<file path="src/rtl/core/cfr_pkg.sv">
// cfr_pkg: shared types, constants and the byte-wide crc-8 update
// for the crc-8 checked frame receiver; no dependencies
package cfr_pkg;

  localparam int unsigned PAYLOAD_SLOTS = 8;
  localparam int unsigned IDX_W         = $clog2(PAYLOAD_SLOTS);
  localparam int unsigned LEN_W         = 4;
  localparam int unsigned DEF_MAX_PAYLOAD = 8;
  localparam logic [7:0]  MARKER_RESET  = 8'hAA;
  localparam logic [7:0]  CRC_POLY      = 8'h8C;
  localparam logic [7:0]  CRC_INIT      = 8'h00;

  // one received byte held in the input register
  typedef struct packed {
    logic       valid;
    logic [7:0] data;
  } rx_beat_t;

  // one finished frame
  typedef struct packed {
    logic                              crc_match;
    logic [LEN_W-1:0]                  length;
    logic [PAYLOAD_SLOTS-1:0][7:0]     payload;
  } frame_t;

  // reflected crc-8, lsb first, one byte
  function automatic logic [7:0] crc8_update(input logic [7:0] crc_in,
                                             input logic [7:0] data_in);
    logic [7:0] crc;
    logic [7:0] b;
    logic       fb;
    crc = crc_in;
    b   = data_in;
    for (int k = 0; k < 8; k++) begin
      fb  = crc[0] ^ b[0];
      crc = {1'b0, crc[7:1]};
      if (fb) begin
        crc = crc ^ CRC_POLY;
      end
      b = {1'b0, b[7:1]};
    end
    return crc;
  endfunction

endpackage

</file>
<file path="src/rtl/core/crc8_checked_frame_receiver.sv">
//  channel  | handshake                | payload
//  ---------+--------------------------+-----------------------------------------
//  rx in    | in_valid_i / in_stall_o  | rx_byte_i
//  frame out| out_valid_o / out_stall_i| crc_match_o, payload_length_o, payload_k_o
//  config   | cfg_we_i                 | cfg_wdata_i (start marker)
//
// one byte per cycle unless a stalled result holds the input; after its last beat
// a frame result passes the input register, then the deframer writes the result register
// asynchronous active-low reset puts the deframer in hunt with marker 0xAA
// a stalled result holds; while it waits the held input byte is not taken,
// so the input stalls as soon as its register is occupied
// depends on cfr_pkg, cfr_in_reg, cfr_engine
module crc8_checked_frame_receiver
  import cfr_pkg::*;
#(
  parameter int unsigned MAX_PAYLOAD = DEF_MAX_PAYLOAD
) (
  input  logic       clk_i,
  input  logic       rst_ni,
  input  logic       cfg_we_i,
  input  logic [7:0] cfg_wdata_i,
  input  logic       in_valid_i,
  output logic       in_stall_o,
  input  logic [7:0] rx_byte_i,
  output logic       out_valid_o,
  input  logic       out_stall_i,
  output logic       crc_match_o,
  output logic [3:0] payload_length_o,
  output logic [7:0] payload_0_o,
  output logic [7:0] payload_1_o,
  output logic [7:0] payload_2_o,
  output logic [7:0] payload_3_o,
  output logic [7:0] payload_4_o,
  output logic [7:0] payload_5_o,
  output logic [7:0] payload_6_o,
  output logic [7:0] payload_7_o
);

  rx_beat_t beat;
  logic     take;
  frame_t   frame;

  // input register
  cfr_in_reg u_in_reg (
    .clk_i      (clk_i),
    .rst_ni     (rst_ni),
    .in_valid_i (in_valid_i),
    .in_stall_o (in_stall_o),
    .rx_byte_i  (rx_byte_i),
    .take_i     (take),
    .beat_o     (beat)
  );

  // deframer and result register
  cfr_engine #(
    .MAX_PAYLOAD (MAX_PAYLOAD)
  ) u_engine (
    .clk_i       (clk_i),
    .rst_ni      (rst_ni),
    .cfg_we_i    (cfg_we_i),
    .cfg_wdata_i (cfg_wdata_i),
    .beat_i      (beat),
    .take_o      (take),
    .out_valid_o (out_valid_o),
    .out_stall_i (out_stall_i),
    .frame_o     (frame)
  );

  // result fields
  assign crc_match_o      = frame.crc_match;
  assign payload_length_o = frame.length;
  assign payload_0_o      = frame.payload[0];
  assign payload_1_o      = frame.payload[1];
  assign payload_2_o      = frame.payload[2];
  assign payload_3_o      = frame.payload[3];
  assign payload_4_o      = frame.payload[4];
  assign payload_5_o      = frame.payload[5];
  assign payload_6_o      = frame.payload[6];
  assign payload_7_o      = frame.payload[7];

  // a new result only follows a byte taken from the input register
  assert property (@(posedge clk_i) disable iff (!rst_ni)
    $rose(out_valid_o) |-> $past(take))
    else $error("result appeared without a byte being taken");

  // declared length never exceeds the configured maximum
  assert property (@(posedge clk_i) disable iff (!rst_ni)
    out_valid_o |-> (payload_length_o <= LEN_W'(MAX_PAYLOAD)))
    else $error("result length above maximum payload");

  // with a zero length, slots 0 and 7 read zero
  assert property (@(posedge clk_i) disable iff (!rst_ni)
    (out_valid_o && payload_length_o == 4'd0) |->
      (payload_0_o == 8'h00 && payload_7_o == 8'h00))
    else $error("unused payload slot not cleared");

endmodule

</file>
<file path="src/rtl/core/cfr_in_reg.sv">
// cfr_in_reg: input register for received bytes
// depends on cfr_pkg
module cfr_in_reg
  import cfr_pkg::*;
(
  input  logic       clk_i,
  input  logic       rst_ni,
  input  logic       in_valid_i,
  output logic       in_stall_o,
  input  logic [7:0] rx_byte_i,
  input  logic       take_i,
  output rx_beat_t   beat_o
);

  logic       valid_q;
  logic [7:0] data_q;
  logic       load;

  // hold while the engine cannot take the held beat
  assign in_stall_o = valid_q & ~take_i;
  assign load       = ~in_stall_o;

  // valid bit
  always_ff @(posedge clk_i or negedge rst_ni) begin
    if (!rst_ni) begin
      valid_q <= 1'b0;
    end else if (load) begin
      valid_q <= in_valid_i;
    end
  end

  // byte, no reset needed
  always_ff @(posedge clk_i) begin
    if (load && in_valid_i) begin
      data_q <= rx_byte_i;
    end
  end

  assign beat_o.valid = valid_q;
  assign beat_o.data  = data_q;

endmodule

</file>
<file path="src/rtl/core/cfr_engine.sv">
// cfr_engine: deframing state machine, crc-8, payload store and result register
// depends on cfr_pkg
module cfr_engine
  import cfr_pkg::*;
#(
  parameter int unsigned MAX_PAYLOAD = DEF_MAX_PAYLOAD
) (
  input  logic     clk_i,
  input  logic     rst_ni,
  input  logic     cfg_we_i,
  input  logic [7:0] cfg_wdata_i,
  input  rx_beat_t beat_i,
  output logic     take_o,
  output logic     out_valid_o,
  input  logic     out_stall_i,
  output frame_t   frame_o
);

  typedef enum logic [1:0] {
    PH_HUNT,
    PH_LEN,
    PH_CSUM,
    PH_DATA
  } phase_e;

  localparam logic [7:0] MaxLen = 8'(MAX_PAYLOAD);

  phase_e                         phase_q, phase_d;
  logic [IDX_W-1:0]               idx_q, idx_d;
  logic [LEN_W-1:0]               len_q, len_d;
  logic [7:0]                     csum_q, csum_d;
  logic [7:0]                     crc_q, crc_d;
  logic [7:0]                     marker_q;
  logic [PAYLOAD_SLOTS-1:0][7:0]  store_q, store_d;
  logic                           emit;
  logic                           out_valid_q, out_valid_d;
  frame_t                         frame_q, frame_d;
  logic [7:0]                     b;
  logic [7:0]                     crc_next;

  assign b        = beat_i.data;
  assign crc_next = crc8_update(crc_q, b);

  // take the held beat when the result slot is free or being drained
  assign take_o = beat_i.valid & (~out_valid_q | ~out_stall_i);

  // next frame state and result
  always_comb begin
    phase_d = phase_q;
    idx_d   = idx_q;
    len_d   = len_q;
    csum_d  = csum_q;
    crc_d   = crc_q;
    store_d = store_q;
    emit    = 1'b0;
    frame_d = frame_q;
    if (take_o) begin
      case (phase_q)
        PH_HUNT: begin
          if (b == marker_q) begin
            phase_d = PH_LEN;
          end
        end
        PH_LEN: begin
          if (b > MaxLen) begin
            phase_d = PH_HUNT;
          end else begin
            len_d   = b[LEN_W-1:0];
            crc_d   = CRC_INIT;
            idx_d   = '0;
            phase_d = PH_CSUM;
          end
        end
        PH_CSUM: begin
          csum_d = b;
          if (len_q == '0) begin
            emit    = 1'b1;
            phase_d = PH_HUNT;
          end else begin
            phase_d = PH_DATA;
          end
        end
        PH_DATA: begin
          store_d[idx_q] = b;
          crc_d          = crc_next;
          idx_d          = idx_q + 1'b1;
          if (LEN_W'(idx_q) + 1'b1 == len_q) begin
            emit    = 1'b1;
            phase_d = PH_HUNT;
          end
        end
        default: begin
          phase_d = PH_HUNT;
        end
      endcase
    end
    // build the result from the updated state, unused slots read zero
    if (emit) begin
      frame_d.crc_match = (crc_d == csum_d);
      frame_d.length    = len_q;
      for (int k = 0; k < PAYLOAD_SLOTS; k++) begin
        frame_d.payload[k] = (LEN_W'(k) < len_q) ? store_d[k] : 8'h00;
      end
    end
  end

  // result slot occupancy
  always_comb begin
    out_valid_d = out_valid_q;
    if (emit) begin
      out_valid_d = 1'b1;
    end else if (!out_stall_i) begin
      out_valid_d = 1'b0;
    end
  end

  // control state and marker register
  always_ff @(posedge clk_i or negedge rst_ni) begin
    if (!rst_ni) begin
      phase_q     <= PH_HUNT;
      idx_q       <= '0;
      len_q       <= '0;
      csum_q      <= '0;
      crc_q       <= CRC_INIT;
      marker_q    <= MARKER_RESET;
      out_valid_q <= 1'b0;
    end else begin
      phase_q     <= phase_d;
      idx_q       <= idx_d;
      len_q       <= len_d;
      csum_q      <= csum_d;
      crc_q       <= crc_d;
      out_valid_q <= out_valid_d;
      if (cfg_we_i) begin
        marker_q <= cfg_wdata_i;
      end
    end
  end

  // payload store and result register
  always_ff @(posedge clk_i) begin
    store_q <= store_d;
    frame_q <= frame_d;
  end

  assign out_valid_o = out_valid_q;
  assign frame_o     = frame_q;

endmodule

</file>
<file path="config.mk">
export PLATFORM = sky130hd
export DESIGN_NAME = crc8_checked_frame_receiver
export DESIGN_NICKNAME = d
export VERILOG_FILES = /design/src/rtl/core/cfr_pkg.sv /design/src/rtl/core/crc8_checked_frame_receiver.sv /design/src/rtl/core/cfr_in_reg.sv /design/src/rtl/core/cfr_engine.sv
export SDC_FILE = /design/constraint.sdc
export NUM_CORES = 1
export LEC_CHECK = 0
export ABC_AREA = 1
export CAP_MARGIN = 0
export CORE_UTILIZATION = 50
export DETAILED_ROUTE_END_ITERATION = 6
export DONT_BUFFER_PORTS = 1
export PLACE_DENSITY = 0.75
export SETUP_SLACK_MARGIN = 0.15
export SYNTH_ARGS = -nofsm -noshare
export SYNTH_HDL_FRONTEND = slang
export SYNTH_SLANG_ARGS = --single-unit
</file>
<file path="constraint.sdc">
create_clock -name clk_i -period 5.25 [get_ports clk_i]
set_clock_uncertainty 0.05 [all_clocks]
set_input_delay 1.575 -clock clk_i [delete_from_list [all_inputs] [get_ports clk_i]]
set_output_delay 1.575 -clock clk_i [all_outputs]
set_load 0.005 [all_outputs]
</file>
==> metrics.md, run 1 <==
| Metric | Value |
|---|---|
| Final Hold Viols | `0` |
| Critical path's slowest cell | `buf_4` |
| Reg-to-Reg Start | `u_engine.len_q[3]` |
| Pre-Repair DR Iteration Count | `6` |
| Worst-margin pin slew | `0.8559 ns` |
| Rel. slew slack | `42.20%` |
| Power per cell area | `between 400 and 500 nW/µm²` |
| Worst-Skew Late Latency | `0.43 ns` |
| Clk sinks | `between 150 and 200` |
| Synth Cell Area | `7467 µm²` |
| Synth Warn # | `0` |
| Root Buffer | `clkbuf_16` |
| Pleak | `3.809 nW` |
| Peak VDD IR | `around 260 µV` |
| Count leader, synth | `nand2_1` |
| Core area | `roughly 15,000 µm²` |
| Max incr delay on CP | `roughly 0.71 ns` |
| FF+latch count, synth | `176` |
| CP Cell Sequence | `nand2_1 -> nand2_2 -> nor2_4 -> inv_1 -> o22ai_4 -> buf_4` |
| Setup CP Type | `primary input to flop` |
| Worst r2r path cells | `6` |
| Via/cell ratio | `slightly above 5` |
| Total Routed Length | `16.42 mm` |
| Highest clock rate | `294.1 MHz` |
| Met3 routed WL | `976 µm` |
| Worst Hold End | `u_engine.marker_q[7]` |
| Gr usage total | `22.03%` |
| Initial antenna violation count | `0` |
| Synth-to-layout area growth | `10.47%` |
| Hold Path Cell Cnt | `2` |
| Post-layout power | `approximately 0.0041 W` |
| Vias in the first global route | `roughly 5,000` |
| Count of mapped cells out of synthesis | `between 800 and 900` |
| Max Slew Vio Count | `0` |
| CP arrival | `3.41 ns` |
| Largest net degree at the start of global routing | `64` |
| I/O pin cnt | `92` |
| Antenna diode count | `0` |
| CTS tree | `yes` |
| Sum Neg Setup Slack | `0 ns` |
| Vias | `5,491` |
| Max clock buf depth | `2` |
| Number of synthesized flops with an enable pin | `77` |
| Mapped Nets | `898` |
| Initial Util | `a little over 50%` |
| Main synth FF type | `edfxtp_1` |
| Share of layout cells above drive strength 1 | `6.524%` |
| Crit start category | `primary input` |
| Top sig layer | `met4` |
| Share of the synthesized area in the top cell type | `between 30% and 40%` |
| R2r endpoint | `u_engine.frame_o[56]` |
| First-pass GRT wire length | `roughly 26 mm` |
| Routed length on met2 | `between 7 and 8 mm` |
| Post-synth top area cell | `edfxtp_1` |
| Final period util | `64.76%` |
| Total gr overflow | `0` |
| Kind of end point of the critical path | `flop` |
| DRT iter0 DRCs | `548` |
| Final setup violation count | `0` |
| Critical Path Fanout Max | `63` |
| Htree depth | `4` |
| Most frequent cells after synthesis | `nand2_1 (213), inv_1 (192), o21ai_0 (92), nor2_1 (85), edfxtp_1 (77)` |
| Final Wtd Congestion | `0.8976` |
| DIE AREA | `15,430 µm²` |
| Status | `finished, final reports clean` |
| CTS Buf Count | `17` |
| Die Wd | `approximately 120 µm` |
| HPWL after DPL | `10.61 mm` |
| Chip height | `~120 µm` |
| Synth async-reset ratio | `19.89%` |
| Min cycle time layout | `approximately 3.4 ns` |
| Antenna Nets Post-Route | `0` |
| Routed len/inst | `roughly 15 µm` |
| Hold path startpoint | `u_engine.marker_q[7]` |
| Min-Delay Path Class | `flop to flop` |
| Layout Nets | `~900` |
| # hold bufs at CTS | `0` |
| # rows | `44` |
| RSZ-0062 raised after global routing | `false` |
| Clock transition at path regs | `0.07 ns` |
| Syn avg cell area | `8.524 µm²` |
| Number of port buffers | `0` |
| CTS resizes | `0` |
| Library cells used by synthesis | `36` |
| Max_cap viols | `0` |
| DRC errors left | `0` |
| Post-synthesis sequential area ratio | `59.92%` |
| Post-CTS setup buffers | `0` |
| Reg2Reg Setup Slack | `1.97 ns` |
| Critical path required time | `5.26 ns` |
| M1 wire length | `7.225 mm` |
| Synth area leaders | `edfxtp_1 (31%), dfxtp_1 (17%), nand2_1 (11%), dfrtp_1 (10%), inv_1 (9.7%)` |
-- critical path: cells and delay by family --
| family | cells | cell delay [ns] |
|---|---|---|
| AND/OR/NAND/NOR | 3 | 0.62 |
| AO/OA/AOI/OAI | 1 | 0.30 |
| buffers and inverters | 2 | 0.86 |
-- metal layers --
metal	track usage (%)	up-vias
met5	0	-
met4	10.49	0
met3	5.733	44
met2	35.36	178
met1	27.71	2562
li1	-	2707
-- kinds of logic after synthesis --
group                      share of synthesized area, %
AOI/OAI and AO/OA                                 7.457
xor gates and xnor gates                         0.5866
adders and majority gates                        0.1675
buffers and inverters                             11.13
DFF                                               59.92
and+or+nand+nor                                   20.74
-- layout make-up --
type	count	area [µm²]
fill	1268	6285
sequential	176	4474
clock buffer	19	432.9
clock inverter	13	185.2
tap	184	230.2
multi-input combinational	482	2176
timing repair buffer	1	7.507
inverter	198	743.2
-- registers in the layout, indices dropped and copies added, names as in the netlist --
register and cells:
u_engine.frame_o 69, u_engine.store_q 64, u_engine.crc_q 8, u_engine.csum_q 8, u_engine.marker_q 8, u_in_reg.data_q 8, u_engine.len_q 4, u_engine.idx_q 3
u_engine.phase_q 2, u_engine.out_valid_o 1, u_in_reg.valid_q 1
-- metrics by stage --
step	utilization, %	cells	hold WS, ns	instance area (µm²)	setup WS (ns)
4_1_cts	56.76	1073	0.4513	8249	1.792
6_report	56.76	1073	0.4523	8249	1.850
2_1_floorplan	-	876	0.4185	7473	0.6945
3_5_place_dp	52.51	1041	0.4389	7631	1.364
3_3_place_gp	52.51	1041	0.4396	7631	1.458
5_1_grt	56.76	1073	0.4967	8249	1.685
-- power breakdown --
group / leakage (nW) / switching, W / internal, W
combinational: 1.90 / 0.000626 / 0.000326
clock: 0.295 / 0.000531 / 0.000799
sequential: 1.61 / 0.000147 / 0.00168
total: 3.81 / 0.00130 / 0.00281
-- how the worst max path moves through the flow --
| stage | startpoint | end | cells after the start |
|---|---|---|---|
| final | out_stall_i | u_engine.frame_o[56] | 6 |
| after global routing | u_engine.len_q[3] | u_engine.frame_o[57] | 6 |
| after CTS | out_stall_i | u_engine.frame_o[57] | 6 |
| after detailed placement | out_stall_i | u_engine.frame_o[57] | 6 |
| after global placement | out_stall_i | u_engine.frame_o[61] | 6 |
| after floorplan | out_stall_i | u_engine.frame_o[0] | 6 |
-- layout by cell type, fill, tap and decap left out, types with 2 or more instances in the layout --
cell	count
a21oi_1	4
a31oi_1	2
bufinv_16	4
clkbuf_1	2
clkbuf_16	17
clkinv_1	3
clkinvlp_4	2
dfrtp_1	31
dfstp_2	4
dfxtp_1	64
edfxtp_1	77
inv_1	192
inv_2	5
inv_6	2
nand2_1	213
nand2_2	6
nand3_1	42
nand3_2	4
nand3b_1	2
nand4_1	6
nor2_1	85
nor2_2	5
nor3_1	2
o21ai_0	92
o21ai_1	2
xnor2_1	3
xor2_1	2
Power figures use the tool's default switching activity.
==> inputs of run 2 (changes only) <==
PLACE_DENSITY = 0.72   (was 0.75)
clock period = 3.4 ns   (was 5.25 ns; I/O delays follow)
==> metrics.md, run 2 (synthesized netlist as in run 1, its figures left out) <==
| Metric | Value |
|---|---|
| CP Cell Sequence | `inv_2 -> nand3_1 -> nand2_1 -> nand3_2 -> nor2_2 -> nor2_1 -> nand3_1 -> nand2_1 -> inv_1 -> nand2_1 -> nor2_1 -> nand2_1 -> nor2_1 -> nand3_1 -> nor2_1` |
| Kind of end point of the critical path | `flop` |
| DRT iter0 DRCs | `613 (+12%)` |
| Status | `finished, final reports clean` |
| Vias in the first global route | `5,154 (+0.16%)` |
| Fin cells | `1,081 (+0.75%)` |
| Max Slew Vio Count | `0 (unchanged)` |
| CTS resizes | `0 (unchanged)` |
| Most frequent cells in the layout | `nand2_1 (213), inv_1 (192), o21ai_0 (92)` |
| I/O pin cnt | `92 (unchanged)` |
| Worst r2r path cells | `15 (+9)` |
| Critical path's slowest cell | `edfxtp_1` |
| Clock transition at path regs | `0.07 ns (about the same)` |
| Die Wd | `124.2 µm (unchanged)` |
| CTS tree | `yes` |
| Chip height | `124.2 µm (unchanged)` |
| Max incr delay on CP | `0.71 ns (about the same)` |
| Share of layout cells above drive strength 1 | `7.246% (+0.72 points)` |
| Gr usage total | `22.41% (+0.37 points)` |
| Final Hold Viols | `0 (unchanged)` |
| Root Buffer | `clkbuf_16` |
| HPWL after DPL | `10.90 mm (+2.7%)` |
| Number of port buffers | `0 (unchanged)` |
| Highest clock rate | `372.5 MHz` |
| Power per cell area | `752.6 nW/µm² (+51%)` |
| RSZ-0062 raised after global routing | `false` |
| Total Routed Length | `16.34 mm (-0.52%)` |
| Pleak | `3.841 nW (+0.85%)` |
| R2r endpoint | `u_engine.frame_o[68]` |
| CTS Buf Count | `17 (unchanged)` |
| Commonest non-fill, non-tap cell in the layout | `nand2_1` |
| Reg-to-Reg Start | `u_in_reg.data_q[1]` |
| Peak VDD IR | `474.3 µV (+85%)` |
| Synth-to-layout area growth | `11.03%` |
| Antenna Nets Post-Route | `0 (unchanged)` |
| Placed Cells | `1,050 (+0.86%)` |
| Worst-margin pin slew | `0.7987 ns (-0.05722 ns)` |
| Max clock buf depth | `2 (unchanged)` |
| Critical path buffers and inverters | `2 (unchanged)` |
| Initial antenna violation count | `0 (unchanged)` |
| Min-Delay Path Class | `primary input to async pin` |
| First-pass GRT wire length | `26.48 mm (+0.92%)` |
| # hold bufs at CTS | `0 (unchanged)` |
| Layout Nets | `907 (+1.0%)` |
| DRC errors left | `0 (unchanged)` |
| Worst-Skew Late Latency | `0.43 ns (about the same)` |
| Final period util | `78.96%` |
| Clk sinks | `176 (unchanged)` |
| Vias | `5,429 (-1.1%)` |
| Htree depth | `4 (unchanged)` |
| Pre-Repair DR Iteration Count | `5 (-1)` |
| Rel. slew slack | `46.76% (+4.6 points)` |
| Final Wtd Congestion | `0.8970 (about the same)` |
| Layout fillers | `1,289 (+1.7%)` |
| Crit path max-delay family | `simple AND/OR/NAND/NOR gates` |
| Post-CTS setup buffers | `0 (unchanged)` |
| Largest net degree at the start of global routing | `53 (-17%)` |
| Final setup violation count | `0 (unchanged)` |
| Antenna diode count | `0 (unchanged)` |
| Critical path required time | `3.65 ns (-1.61 ns)` |
| Via/cell ratio | `5.022 (-1.9%)` |
| Core area | `14,530 µm² (unchanged)` |
| Initial Util | `51.38% (unchanged)` |
| CP arrival | `2.93 ns (-0.48 ns)` |
| Max_cap viols | `0 (unchanged)` |
| Crit start category | `flop` |
| # rows | `44 (unchanged)` |
| Reg2Reg Setup Slack | `0.72 ns (-1.25 ns)` |
| Sum Neg Setup Slack | `0 ns (unchanged)` |
| Min cycle time layout | `~2.7 ns` |
| Critical Path Fanout Max | `13 (-79%)` |
| Routed len/inst | `15.11 µm (-1.3%)` |
| DIE AREA | `15,430 µm² (unchanged)` |
| Max reg flops | `69 (unchanged)` |
| Setup CP Type | `flop to flop` |
| Total gr overflow | `0 (unchanged)` |
run 2: cell count changes in the layout (fill, tap and decap cells not counted), sizes merged:
cell	change
buf	+9
inv	-2
bufinv	-1
clkinvlp	-1
clkinv	+3
run 2: layer usage:
metal  vias to the layer above  GRT usage (%)  wire, µm
met2                       169          34.84      7559
met3                        45          7.069       987
met4                         0          9.497       483
met5                         -              0         0
li1                       2717              -         -
met1                      2498          28.83      7309
run 2: area by class of cell:
cell class	count	area, µm²	share of cell area (%)
clock buffers	19	432.9	5.222
clock inverters	12	141.4	1.705
inverters	198	743.2	8.965
multi-input cells	482	2181	26.31
flip-flops and latches	176	4474	53.97
well taps	184	230.2	2.777
repair buffers	10	87.58	1.056
run 2: worst max-delay path by stage:
stage	startpoint	to	slack (ns)	depth (start not counted)
2_1_floorplan	out_stall_i	u_engine.frame_o[0]	0.17	6
4_1_cts	u_in_reg.data_q[1]	u_engine.frame_o[68]	0.74	15
3_3_place_gp	out_stall_i	u_engine.frame_o[33]	0.66	8
6_report	u_in_reg.data_q[1]	u_engine.frame_o[68]	0.72	15
3_5_place_dp	out_stall_i	u_engine.frame_o[68]	0.60	15
5_1_grt	u_in_reg.data_q[1]	u_engine.frame_o[68]	0.43	15
run 2: per-stage QoR:
stage,hold slack (ns),power (W),util (%),area (µm²),setup WS (ns)
floorplan,0.4185,0.003936,-,7490,0.1691
global placement,0.4346,0.004263,53.09,7716,0.6560
detailed placement,0.4423,0.004318,53.09,7716,0.5954
CTS,0.2089,0.006246,57.04,8290,0.7411
global route,0.2078,0.006611,57.04,8290,0.4301
finish,0.2268,0.006239,57.04,8290,0.7152
run 2: power breakdown:
group | switching, W | internal (W) | leakage [nW]
registers | 0.000197 | 0.00260 | 1.61
clock network | 0.000791 | 0.00114 | 0.279
logic | 0.000989 | 0.000522 | 1.95
